===== src/design/mnlc_pkg.sv =====
package mnlc_pkg;

	localparam int TABLE_ENTRIES   = 40;
	localparam int ADMIN_MIN_LEN   = 10;
	localparam int DEFINED_ENTRIES = 40;
	localparam int MATCH_ENTRIES   =
		(TABLE_ENTRIES < DEFINED_ENTRIES) ? TABLE_ENTRIES : DEFINED_ENTRIES;

	localparam logic [7:0]  MIN_FRAME_LEN   = 8'd5;
	localparam logic [7:0]  ADMIN_LEN       = 8'(ADMIN_MIN_LEN);
	localparam logic [31:0] FRAME_MAGIC     = 32'h454E_4F57;  // "ENOW"
	localparam logic [7:0]  TYPE_CORE_REPLY = 8'd2;
	localparam logic [7:0]  TYPE_ADMIN      = 8'd5;
	localparam logic [47:0] BROADCAST_MAC   = 48'hFFFF_FFFF_FFFF;
	localparam logic [7:0]  RANGE_END_RST   = 8'(TABLE_ENTRIES - 1);

	localparam logic [15:0] REQ_INIT_RST    = 16'd300;
	localparam logic [15:0] REQ_MAX_RST     = 16'd5000;
	localparam logic [15:0] HB_PERIOD_RST   = 16'd5000;
	localparam logic [15:0] SCAN_PERIOD_RST = 16'd4500;

	localparam logic [7:0] CHAN_TABLE [DEFINED_ENTRIES] = '{
		8'd1, 8'd2, 8'd3, 8'd4, 8'd5, 8'd6, 8'd7, 8'd8, 8'd9, 8'd10, 8'd11, 8'd12,
		8'd13, 8'd14, 8'd36, 8'd40, 8'd44, 8'd48, 8'd52, 8'd56, 8'd60, 8'd64,
		8'd100, 8'd112, 8'd116, 8'd120, 8'd124, 8'd128, 8'd132, 8'd136, 8'd140,
		8'd144, 8'd149, 8'd153, 8'd157, 8'd161, 8'd165, 8'd169, 8'd173, 8'd177
	};

	typedef enum logic [1:0] {
		OP_TICK  = 2'd0,
		OP_FRAME = 2'd1,
		OP_SCAN  = 2'd2
	} op_t;

	typedef enum logic [1:0] {
		REG_REQ_INIT    = 2'd0,
		REG_REQ_MAX     = 2'd1,
		REG_HB_PERIOD   = 2'd2,
		REG_SCAN_PERIOD = 2'd3
	} cfg_idx_t;

	typedef enum logic [3:0] {
		ACT_IDLE       = 4'd0,
		ACT_ADOPT      = 4'd1,
		ACT_REQUEST    = 4'd2,
		ACT_HEARTBEAT  = 4'd3,
		ACT_SCAN_START = 4'd4,
		ACT_FORWARD    = 4'd5,
		ACT_FILTERED   = 4'd6,
		ACT_IGNORED    = 4'd7,
		ACT_LATCHED    = 4'd8,
		ACT_ASSIGNED   = 4'd9,
		ACT_UNCHANGED  = 4'd10
	} action_t;

	typedef struct packed {
		logic [1:0]  op;
		logic [31:0] now_ms;
		logic [7:0]  len;
		logic [31:0] magic;
		logic [7:0]  frame_type;
		logic [47:0] src_mac;
		logic [7:0]  version;
		logic [7:0]  start_idx;
		logic [7:0]  end_idx;
		logic [7:0]  scan_ch;
	} item_t;

	typedef struct packed {
		logic [15:0] req_init;
		logic [15:0] req_max;
		logic [15:0] hb_period;
		logic [15:0] scan_period;
	} cfg_t;

	// all results of one item; only action and beat count differ
	typedef struct packed {
		logic [1:0]        cnt;
		action_t [2:0]     act;
		logic [47:0]       dest_mac;
		logic              linked;
		logic [31:0]       beat_old;
		logic [31:0]       beat_new;
		logic [31:0]       found;
		logic [31:0]       sent;
	} grp_t;

	typedef struct packed {
		action_t     action;
		logic [47:0] dest_mac;
		logic [31:0] beat;
		logic        linked;
		logic [31:0] found;
		logic [31:0] sent;
		logic        last;
	} res_t;

endpackage


===== src/design/mnlc_core.sv =====
module mnlc_core import mnlc_pkg::*; (
	input  logic        clk,
	input  logic        arst_n,
	input  logic        fire,
	input  item_t       item,
	input  cfg_t        cfg,
	input  logic        init_load,
	input  logic [15:0] init_value,
	output grp_t        grp
);

	logic        have_core_q, core_pending_q;
	logic [47:0] core_addr_q, pend_addr_q;
	logic [7:0]  range_start_q, range_end_q, version_q;
	logic [31:0] beat_q, last_req_q, last_beat_q, last_scan_q, seen_q, fwd_q;
	logic [15:0] req_int_q;

	logic        have_nx, pending_nx;
	logic [47:0] core_nx, pend_nx;
	logic [7:0]  start_nx, end_nx, version_nx;
	logic [31:0] beat_nx, last_req_nx, last_beat_nx, last_scan_nx, seen_nx, fwd_nx;
	logic [15:0] req_int_nx;

	logic        adopt, req_fire, hb_fire, scan_fire, match;
	logic [16:0] twice;
	logic [1:0]  n;
	action_t [2:0] acts;

	always_comb begin
		match = 1'b0;
		for (int j = 0; j < MATCH_ENTRIES; j++) begin
			if (8'(j) >= range_start_q && 8'(j) <= range_end_q &&
			    CHAN_TABLE[j] == item.scan_ch)
				match = 1'b1;
		end
	end

	always_comb begin
		have_nx      = have_core_q;
		pending_nx   = core_pending_q;
		core_nx      = core_addr_q;
		pend_nx      = pend_addr_q;
		start_nx     = range_start_q;
		end_nx       = range_end_q;
		version_nx   = version_q;
		beat_nx      = beat_q;
		last_req_nx  = last_req_q;
		last_beat_nx = last_beat_q;
		last_scan_nx = last_scan_q;
		seen_nx      = seen_q;
		fwd_nx       = fwd_q;
		req_int_nx   = req_int_q;
		adopt        = 1'b0;
		req_fire     = 1'b0;
		hb_fire      = 1'b0;
		scan_fire    = 1'b0;
		twice        = {req_int_q, 1'b0};
		acts         = {3{ACT_IDLE}};
		n            = 2'd1;
		unique case (item.op)
			OP_TICK: begin
				adopt = core_pending_q;
				if (adopt) begin
					pending_nx = 1'b0;
					core_nx    = pend_addr_q;
					have_nx    = 1'b1;
					req_int_nx = cfg.req_init;
				end
				req_fire  = !have_nx && (item.now_ms - last_req_q) >= 32'(req_int_q);
				hb_fire   = have_nx && (item.now_ms - last_beat_q) >= 32'(cfg.hb_period);
				scan_fire = have_nx && (item.now_ms - last_scan_q) >= 32'(cfg.scan_period);
				if (req_fire) begin
					last_req_nx = item.now_ms;
					req_int_nx  = (twice > 17'(cfg.req_max)) ? cfg.req_max : twice[15:0];
				end
				if (hb_fire) begin
					last_beat_nx = item.now_ms;
					beat_nx      = beat_q + 32'd1;
				end
				if (scan_fire)
					last_scan_nx = item.now_ms;
				n = 2'd0;
				if (adopt) begin
					acts[n] = ACT_ADOPT;
					n       = n + 2'd1;
				end
				if (req_fire) begin
					acts[n] = ACT_REQUEST;
					n       = n + 2'd1;
				end
				if (hb_fire) begin
					acts[n] = ACT_HEARTBEAT;
					n       = n + 2'd1;
				end
				if (scan_fire) begin
					acts[n] = ACT_SCAN_START;
					n       = n + 2'd1;
				end
				if (n == 2'd0)
					n = 2'd1;
			end
			OP_FRAME: begin
				acts[0] = ACT_IGNORED;
				if (item.len >= MIN_FRAME_LEN && item.magic == FRAME_MAGIC) begin
					if (item.frame_type == TYPE_CORE_REPLY && !have_core_q &&
					    !core_pending_q) begin
						pend_nx    = item.src_mac;
						pending_nx = 1'b1;
						acts[0]    = ACT_LATCHED;
					end else if (item.frame_type == TYPE_ADMIN && item.len >= ADMIN_LEN) begin
						if (item.version == version_q) begin
							acts[0] = ACT_UNCHANGED;
						end else begin
							version_nx = item.version;
							start_nx   = item.start_idx;
							end_nx     = item.end_idx;
							acts[0]    = ACT_ASSIGNED;
						end
					end
				end
			end
			OP_SCAN: begin
				seen_nx = seen_q + 32'd1;
				acts[0] = ACT_FILTERED;
				if (match) begin
					fwd_nx  = fwd_q + 32'd1;
					acts[0] = ACT_FORWARD;
				end
			end
			default: ;
		endcase
	end

	always_comb begin
		grp.cnt      = n;
		grp.act      = acts;
		grp.dest_mac = have_nx ? core_nx : BROADCAST_MAC;
		grp.linked   = have_nx;
		grp.beat_old = beat_q;
		grp.beat_new = beat_nx;
		grp.found    = seen_nx;
		grp.sent     = fwd_nx;
	end

	always_ff @(posedge clk or negedge arst_n) begin
		if (!arst_n) begin
			have_core_q    <= 1'b0;
			core_pending_q <= 1'b0;
			core_addr_q    <= '0;
			pend_addr_q    <= '0;
			range_start_q  <= '0;
			range_end_q    <= RANGE_END_RST;
			version_q      <= '0;
			beat_q         <= '0;
			last_req_q     <= '0;
			last_beat_q    <= '0;
			last_scan_q    <= '0;
			seen_q         <= '0;
			fwd_q          <= '0;
			req_int_q      <= REQ_INIT_RST;
		end else if (init_load) begin
			req_int_q <= init_value;
		end else if (fire) begin
			have_core_q    <= have_nx;
			core_pending_q <= pending_nx;
			core_addr_q    <= core_nx;
			pend_addr_q    <= pend_nx;
			range_start_q  <= start_nx;
			range_end_q    <= end_nx;
			version_q      <= version_nx;
			beat_q         <= beat_nx;
			last_req_q     <= last_req_nx;
			last_beat_q    <= last_beat_nx;
			last_scan_q    <= last_scan_nx;
			seen_q         <= seen_nx;
			fwd_q          <= fwd_nx;
			req_int_q      <= req_int_nx;
		end
	end

endmodule


===== src/design/mnlc_outq.sv =====
module mnlc_outq import mnlc_pkg::*; (
	input  logic clk,
	input  logic arst_n,
	input  logic push,
	input  grp_t grp_in,
	output logic full,
	output logic res_valid,
	input  logic res_stall,
	output res_t res
);

	grp_t       grp_q [2];
	logic       wr_ptr_q, rd_ptr_q;
	logic [1:0] cnt_q, idx_q;
	grp_t       head;
	action_t    cur_act;
	logic       pop, take;

	assign head      = grp_q[rd_ptr_q];
	assign full      = cnt_q == 2'd2;
	assign res_valid = cnt_q != 2'd0;
	assign cur_act   = head.act[idx_q];
	assign take      = res_valid && !res_stall;
	assign pop       = take && res.last;

	always_comb begin
		res.action   = cur_act;
		res.dest_mac = head.dest_mac;
		res.beat     = (cur_act == ACT_ADOPT) ? head.beat_old : head.beat_new;
		res.linked   = head.linked;
		res.found    = head.found;
		res.sent     = head.sent;
		res.last     = idx_q == head.cnt - 2'd1;
	end

	always_ff @(posedge clk) begin
		if (push)
			grp_q[wr_ptr_q] <= grp_in;
	end

	always_ff @(posedge clk or negedge arst_n) begin
		if (!arst_n) begin
			wr_ptr_q <= 1'b0;
			rd_ptr_q <= 1'b0;
			cnt_q    <= 2'd0;
			idx_q    <= 2'd0;
		end else begin
			if (push)
				wr_ptr_q <= !wr_ptr_q;
			if (pop) begin
				rd_ptr_q <= !rd_ptr_q;
				idx_q    <= 2'd0;
			end else if (take) begin
				idx_q <= idx_q + 2'd1;
			end
			cnt_q <= cnt_q + 2'(push) - 2'(pop);
		end
	end

endmodule


===== src/design/mesh_node_link_controller_top.sv =====
// channel   handshake              payload
// input     in_valid / in_stall    op, now_ms, rx_*, scan_channel
// output    out_valid / out_stall  action, dest_mac, heartbeat_count, linked,
//                                  found_total, sent_total, last_result
// config    cfg_we                 cfg_index, cfg_wdata
//
// An item waits in the input register while the queue is full, then is
// evaluated and its group of 1..3 results is registered in the result queue.
// Results leave one per cycle while out_stall is low.
// Input stalls only while the input register holds an item and the two-group
// result queue is full; out_stall backs up through the queue.
// Asynchronous reset sets control state and config; payloads are not reset.
module mesh_node_link_controller_top import mnlc_pkg::*; (
	input  logic        clk,
	input  logic        arst_n,
	input  logic        in_valid,
	output logic        in_stall,
	input  logic [1:0]  op,
	input  logic [31:0] now_ms,
	input  logic [7:0]  rx_len,
	input  logic [31:0] rx_magic,
	input  logic [7:0]  rx_type,
	input  logic [47:0] rx_src_mac,
	input  logic [7:0]  rx_assign_version,
	input  logic [7:0]  rx_start_idx,
	input  logic [7:0]  rx_end_idx,
	input  logic [7:0]  scan_channel,
	output logic        out_valid,
	input  logic        out_stall,
	output logic [3:0]  action,
	output logic [47:0] dest_mac,
	output logic [31:0] heartbeat_count,
	output logic        linked,
	output logic [31:0] found_total,
	output logic [31:0] sent_total,
	output logic        last_result,
	input  logic        cfg_we,
	input  logic [1:0]  cfg_index,
	input  logic [15:0] cfg_wdata
);

	item_t item_s1;
	logic  valid_s1;
	cfg_t  cfg_q;
	logic  q_full, fire, in_take, init_load;
	grp_t  grp;
	res_t  res;

	assign fire      = valid_s1 && !q_full;
	assign in_stall  = valid_s1 && q_full;
	assign in_take   = in_valid && !in_stall;
	assign init_load = cfg_we && cfg_index == REG_REQ_INIT;

	always_ff @(posedge clk) begin
		if (in_take) begin
			item_s1.op         <= op;
			item_s1.now_ms     <= now_ms;
			item_s1.len        <= rx_len;
			item_s1.magic      <= rx_magic;
			item_s1.frame_type <= rx_type;
			item_s1.src_mac    <= rx_src_mac;
			item_s1.version    <= rx_assign_version;
			item_s1.start_idx  <= rx_start_idx;
			item_s1.end_idx    <= rx_end_idx;
			item_s1.scan_ch    <= scan_channel;
		end
	end

	always_ff @(posedge clk or negedge arst_n) begin
		if (!arst_n) begin
			valid_s1          <= 1'b0;
			cfg_q.req_init    <= REQ_INIT_RST;
			cfg_q.req_max     <= REQ_MAX_RST;
			cfg_q.hb_period   <= HB_PERIOD_RST;
			cfg_q.scan_period <= SCAN_PERIOD_RST;
		end else begin
			if (in_take)
				valid_s1 <= 1'b1;
			else if (fire)
				valid_s1 <= 1'b0;
			if (cfg_we) begin
				unique case (cfg_idx_t'(cfg_index))
					REG_REQ_INIT:    cfg_q.req_init    <= cfg_wdata;
					REG_REQ_MAX:     cfg_q.req_max     <= cfg_wdata;
					REG_HB_PERIOD:   cfg_q.hb_period   <= cfg_wdata;
					REG_SCAN_PERIOD: cfg_q.scan_period <= cfg_wdata;
				endcase
			end
		end
	end

	mnlc_core u_core (
		.clk        (clk),
		.arst_n     (arst_n),
		.fire       (fire),
		.item       (item_s1),
		.cfg        (cfg_q),
		.init_load  (init_load),
		.init_value (cfg_wdata),
		.grp        (grp)
	);

	mnlc_outq u_outq (
		.clk       (clk),
		.arst_n    (arst_n),
		.push      (fire),
		.grp_in    (grp),
		.full      (q_full),
		.res_valid (out_valid),
		.res_stall (out_stall),
		.res       (res)
	);

	assign action          = res.action;
	assign dest_mac        = res.dest_mac;
	assign heartbeat_count = res.beat;
	assign linked          = res.linked;
	assign found_total     = res.found;
	assign sent_total      = res.sent;
	assign last_result     = res.last;

`ifndef NO_ASSERTIONS
	a_stall_needs_item: assert property (@(posedge clk) disable iff (!arst_n)
		in_stall |-> valid_s1)
		else $error("input stalled with empty input register");

	a_group_continues: assert property (@(posedge clk) disable iff (!arst_n)
		out_valid && !out_stall && !last_result |=> out_valid)
		else $error("result group cut short");

	a_link_sticky: assert property (@(posedge clk) disable iff (!arst_n)
		out_valid && linked |-> dest_mac != BROADCAST_MAC || res.action != ACT_REQUEST)
		else $error("core request sent while linked");
`endif

endmodule


===== config.mk =====
export PLATFORM = sky130hd
export DESIGN_NAME = mesh_node_link_controller_top
export DESIGN_NICKNAME = d
export VERILOG_FILES = /design/src/design/mnlc_pkg.sv /design/src/design/mnlc_core.sv /design/src/design/mnlc_outq.sv /design/src/design/mesh_node_link_controller_top.sv
export SDC_FILE = /design/constraint.sdc
export NUM_CORES = 2
export LEC_CHECK = 0
export ABC_AREA = 1
export BUFFER_PORTS_ARGS = -buffer_cell sky130_fd_sc_hd__buf_2
export CAP_MARGIN = 20
export CORE_ASPECT_RATIO = 1.5
export CORE_MARGIN = 10
export CORE_UTILIZATION = 55
export DETAILED_ROUTE_END_ITERATION = 16
export PLACE_DENSITY = 0.73
export SYNTH_ARGS = -nofsm -noshare
export SYNTH_HDL_FRONTEND = slang
export SYNTH_HIERARCHICAL = 1
export SYNTH_SLANG_ARGS = --single-unit

===== constraint.sdc =====
create_clock -name clk -period 18.1 [get_ports clk]
set_clock_uncertainty 0.05 [all_clocks]
set_input_delay 4.525 -clock clk [delete_from_list [all_inputs] [get_ports clk]]
set_output_delay 4.525 -clock clk [all_outputs]
set_load 0.1 [all_outputs]

Word-level counts from Yosys, hierarchy flattened. Memory sizes are Yosys's and may differ from the RTL's. Cells that the tools add are included.

Add/sub/neg operators: 13. $lt $le $gt $ge: 93. Eq/ne operators: 54. Muxes and demuxes: 99. Bitwise gates (word level): 12. Reductions and logical operators: 126.

Operator list (count): 32-bit 2-to-1 mux (6); 48-bit 2-to-1 mux (3); 5-bit by 8-bit greater-or-equal comparator with 1-bit output, first input constant (16); 5-bit by 8-bit less-or-equal comparator with 1-bit output, first input constant (16); 8-bit equality test, first input constant (13); 32-bit by 1-bit adder with 32-bit output, second input constant (3); 32-bit by 16-bit greater-or-equal comparator with 1-bit output (3); 1-bit logical AND (96); 16-bit 2-to-1 mux (6); 32-bit subtractor (3); 4-bit by 8-bit greater-or-equal comparator with 1-bit output, first input constant (8); 6-bit by 8-bit greater-or-equal comparator with 1-bit output, first input constant (8); 4-bit by 8-bit less-or-equal comparator with 1-bit output, first input constant (8); 6-bit by 8-bit less-or-equal comparator with 1-bit output, first input constant (8); 12-bit 2-to-1 mux (5); 4-bit by 8-bit equality test with 1-bit output, first input constant (7); 6-bit by 8-bit equality test with 1-bit output, first input constant (7); 1-bit 2-to-1 mux (51); 7-bit by 8-bit equality test with 1-bit output, first input constant (6); 3-bit by 8-bit equality test with 1-bit output, first input constant (4); 32-bit by 31-bit equality test with 1-bit output, second input constant (1); 3-bit by 8-bit greater-or-equal comparator with 1-bit output, first input constant (4); 3-bit by 8-bit less-or-equal comparator with 1-bit output, first input constant (4); 4-bit 2-to-1 mux (8); 47 further kinds (103).

Register bits: 563. RAM bits: 382. Input port bits: 185. Output and inout bits: 152. Logic and storage cells: 431. Memories kept: 1.

Memory list: u_outq.grp_q (words 2, bits a word 191, rd ports 1, clocked after memory_dff 0, write ports 1, RTL line mnlc_outq.sv:12) `grp_t grp_q [2];`.

Depth between registers and ports, before layout.
Depth in word-level cells: 45. Mapped depth: 30. Mapped depth without buffers: 27.

Cells and area by module. The synthesis kept the hierarchy.

By module, submodules not included: mnlc_core (instances 1, cells an instance 4540, area an instance 28574.9 sq um, sequential area each 8267.9 sq um); mnlc_outq (instances 1, cells an instance 1176, area an instance 14823.0 sq um, sequential area each 11621.1 sq um); mesh_node_link_controller_top (instances 1, cells an instance 456, area an instance 7556.0 sq um, sequential area each 6515.0 sq um).

Worst setup path after synthesis. Ideal clock, no wire load.

Path kind: input -> register. From: input in_valid. To: register item_s1[0] in the netlist's numbering, enable pin. Setup time: 0.685 ns. Data arrival time: 11.244 ns. Data required time: 17.365 ns. Setup slack: 6.121 ns. Stages on the path: 2. Path buffers: 0. Cell sequence: inv_1 -> nor2_1.

Longest elaborated chain between the ends: 1.

Ends and longest elaborated chain: start: declaration (RTL line mesh_node_link_controller_top.sv:16) `input logic in_valid,`; 1-bit logical AND (RTL line mesh_node_link_controller_top.sv:51) `assign in_take = in_valid && !in_stall;`; net in_take (RTL line mesh_node_link_controller_top.sv:45) `logic q_full, fire, in_take, init_load;`; end: declaration (RTL line mesh_node_link_controller_top.sv:42) `item_t item_s1;`.

The timed path passes the listed nets, and every way through them passes these cells. A chain may end at the register's enable or synchronous reset.

Final worst setup path.
From: register u_outq.rd_ptr_q. To: output heartbeat_count[23].

Longest elaborated chain between the ends: 5.

Ends and longest elaborated chain: start: declaration (RTL line mnlc_outq.sv:13) `logic wr_ptr_q, rd_ptr_q;`; start signal: assignment (RTL line mnlc_outq.sv:51) `rd_ptr_q <= !rd_ptr_q;`; memory read 2 x 191 bit *; 4-bit binary-select mux with 2-bit select (RTL line mnlc_outq.sv:22) `assign cur_act = head.act[idx_q];`; 4-bit 2-to-1 mux (implied by the code) (RTL line mnlc_outq.sv:22); 4-bit by 1-bit equality test with 1-bit output (RTL line mnlc_outq.sv:29) `res.beat = (cur_act == ACT_ADOPT) ? head.beat_old : head.beat_new;`; 32-bit 2-to-1 mux * (RTL line mnlc_outq.sv:29); end: declaration (RTL line mesh_node_link_controller_top.sv:32) `output logic [31:0] heartbeat_count,`.

Every way passes the cells marked *; elsewhere a longest branch is shown, timed or not. The select of a mux whose other input is x is not followed.

==> flow_summary.ini <==
[run_status]
status = completed

[clock_tree]
cts_buffers = 88
insertion_delay_ns = 0.68
cts_num_sinks = 945
cts.path.max_buffers = 3
cts_tree = done
htreeDepth = 3
clk_pin_slew_ns = 0.07
cts_hold_buf = 0
cts-resized-gates = 0
cts_setup_buffers = 0
cts_root_buffer = clkbuf_16

[setup_path]
crit_buf_inv = 4
critical_path_arrival_ns = 5.03
start_kind = flip-flop
crit_chain = buf_4 > buf_4 > nand2_1 > nand3_1 > nand2_1 > nand2_1 > nand2_1 > nor2_4 > buf_4 > nand2_4 > nand2_1 > nand2_1 > buf_2
cp_slowest_cell = dfrtp_4
crit_path_end_kind = primary output
worstPathRequired_ns = 13.53
critPathTopFamily = buffers and inverters
cpPeakStageDelay_ns = 0.80
cpMostUsedCell = nand2_1
path_max_fanout = 74
critPathKind = reg -> out

[synth]
yosys.area.top_type_share_pct = 32.06
ys_ff_latch = 945
ys_seq_area_share_pct = 51.82
synthArstFlopShare_pct = 42.43
synth_top_cell_by_area = edfxtp_1
synth_area_um2 = 50950
synth_top_cells_by_area = edfxtp_1 32%, dfrtp_1 18%, nand2_1 17%
syn_area_per_cell_um2 = 8.256
synth_top_flop_cell = edfxtp_1
yosys_warnings = 6
synth_enable_flop_cells = 544
ys_types = 66
syn-instance-count = 6172

[die]
start_util_pct = 55.45
dieArea_um2 = 105500
num_rows = 136
die_h_um = 392.8
die_w_um = 268.5
core_region_area_um2 = 91890
io_pins = 337

[power]
power.density_nw_per_um2 = 176.9
power.leakage_nw = 27.43
ir_drop_uv = 225.1

[flow_run]
drv_cap = 0

[sta]
hold_violations = 0
fin_tns_setup_ns = 0
period_needed_ns = 9.607
slew_headroom_pct = 20.95
setup_viol = 0
worst_pin_slew_ns = 1.186
drv_slew = 0
rsz0062_at_grt = false
timing.fmax_mhz = 104.1
fin_crit_sh_pct = 53.07

[placed_design]
dp.cells = 7505
place_congestion = 0.9724
io_buffers = 336
dpl.hpwl_um = 107600

[global_route]
grt_start_max_net_pins = 152
antenna_found_initial = 2
grt_pass1_wl_um = 221800
grt_pass1_vias = 39540
grt_usage_pct = 27.15
grt_overflow = 0

[route]
routed_via_density = 5.347
drt_iter0_drc = 2961
wl_per_cell_um = 18.85
num_vias = 41030
route.detailed.drc = 0
firstDrtPassIters = 7
wl_um = 144600
ant_nets = 0

[finish]
mostFrequentLayoutCells = 2308 x nand2_1, 871 x inv_1, 544 x edfxtp_1
final_common_cell = nand2_1
layoutNonFillerInstCount = 7673
nNetsFinal = 6782
multiInputGateArea_um2 = 20260
syn2layout_area_growth_pct = 10.64
drive_gt1_share_pct = 10.43
nFillCells = 8039
seqCellArea_um2 = 26410

[min_path]
worstHoldPathType = reg -> reg
-- synthesized netlist by cell type (6+ instances only) --
cell type,number
o21bai_1,9
ha_1,169
buf_4,22
o2111ai_1,9
nand3_1,264
edfxtp_1,544
inv_1,875
a21oi_1,170
buf_1,18
nor3_1,64
dfrtp_1,374
dfstp_2,27
nand3_2,19
o211ai_1,6
nand2_2,26
buf_2,48
a21o_1,6
inv_2,13
xnor2_1,12
buf_6,12
o31ai_1,50
nand3b_1,14
clkbuf_1,100
nor4_1,30
o21ai_1,59
or2_2,9
nor2_1,326
nand2_1,2311
mux2_2,20
nor2_4,7
o21ai_0,222
and2_1,12
nand4_1,140
nor2_2,19
xor2_1,95
-- worst reg2reg max path: stages, from the launching register on --
cell and delay (ns):
edfxtp_1 0.35, inv_1 0.29, ha_1 0.24, inv_1 0.12, fa_1 0.48, nand3_1 0.14
nand3_2 0.13, nand2_1 0.09, nand2_1 0.14, nand2_1 0.10, nand2_1 0.14, xor2_1 0.23
ha_1 0.26, nand2_1 0.08, inv_1 0.04, nand3_1 0.11, nor3_1 0.08, a221oi_1 0.33
nand4_2 0.25, nand2_2 0.56, inv_4 0.40, fa_1 0.69, inv_1 0.09, ha_1 0.22
nand2_1 0.09, nand2_1 0.05, nor2_1 0.26
-- final cells by class --
type,count,share of cell area [%]
Clock buffer,108,4.130
Tap cell,1173,2.603
Antenna cell,2,0.008878
Multi-Input combinational cell,4135,35.93
Sequential cell,945,46.84
Clock inverter,56,1.088
Timing Repair Buffer,362,3.427
Inverter,892,5.968
-- worst paths after layout --
| check | startpoint | end | slack [ns] | cells past startpoint |
|---|---|---|---|---|
| max in group asynchronous | arst_n | u_core/pend_addr_q[7]$_DFFE_PN0P_ | 12.12 | 3 |
| hold / removal | item_s1[48]$_DFFE_PP_ | u_core/pend_addr_q[16]$_DFFE_PN0P_ | 0.38 | 2 |
| min in group asynchronous | arst_n | u_core/last_req_q[19]$_DFFE_PN0P_ | 3.77 | 1 |
| setup / recovery | u_outq/rd_ptr_q$_DFFE_PN0P_ | heartbeat_count[23] | 8.49 | 13 |
| setup reg to reg | item_s1[128]$_DFFE_PP_ | u_outq/grp_q[1][186]$_DFFE_PP_ | 11.88 | 26 |
| hold reg to reg | item_s1[48]$_DFFE_PP_ | u_core/pend_addr_q[16]$_DFFE_PN0P_ | 0.38 | 2 |
-- where the power goes --
group	leakage (nW)	total (mW)	internal, mW	switching, mW
sequential	10.2	3.26	2.97	0.295
clock	1.42	1.88	1.06	0.827
combinational	15.8	4.83	1.03	3.79
-- layer usage --
layer,share of wire [%],up-vias,global-route usage [%],wire (µm)
met3,5.5,306,4.113,7982
met1,39,19190,32.03,56610
li1,-,20290,-,-
met2,51,1235,47.84,73090
met5,0.0076,-,0,11
met4,4.8,2,12.90,6927
-- cell families after synthesis --
group	share of synthesized area, %
compound gates	6.109
other cells	0.007360
flops	51.82
xor+xnor	1.839
simple gates	26.96
buf+inv	8.516
mux	0.4420
fa+ha+maj	4.307
-- state kept, by name, indices dropped and copies added, names as in the netlist, 2 cells and up --
register / count
u_core/last_beat_q: 32
cfg_q: 64
u_core/last_req_q: 32
u_outq/grp_q: 382
u_core/req_int_q: 16
u_core/pend_addr_q: 48
u_core/core_addr_q: 48
u_core/range_start_q: 8
u_core/range_end_q: 8
u_core/beat_q: 32
item_s1: 162
u_core/version_q: 8
u_core/fwd_q: 32
u_core/last_scan_q: 32
u_outq/cnt_q: 2
u_core/seen_q: 32
u_outq/idx_q: 2
-- stage by stage --
stage	hold WS [ns]	setup slack, ns	util (%)	total power, mW	cell area (µm²)
2_1_floorplan	0.3703	6.121	-	7.044	50960
3_3_place_gp	0.3741	8.831	58.09	8.047	53380
3_5_place_dp	0.3831	8.598	58.09	8.123	53380
4_1_cts	0.3748	8.407	61.29	10.02	56320
5_1_grt	0.3998	8.119	61.35	10.57	56370
6_report	0.3783	8.493	61.35	9.970	56370
Power figures use the tool's default switching activity.
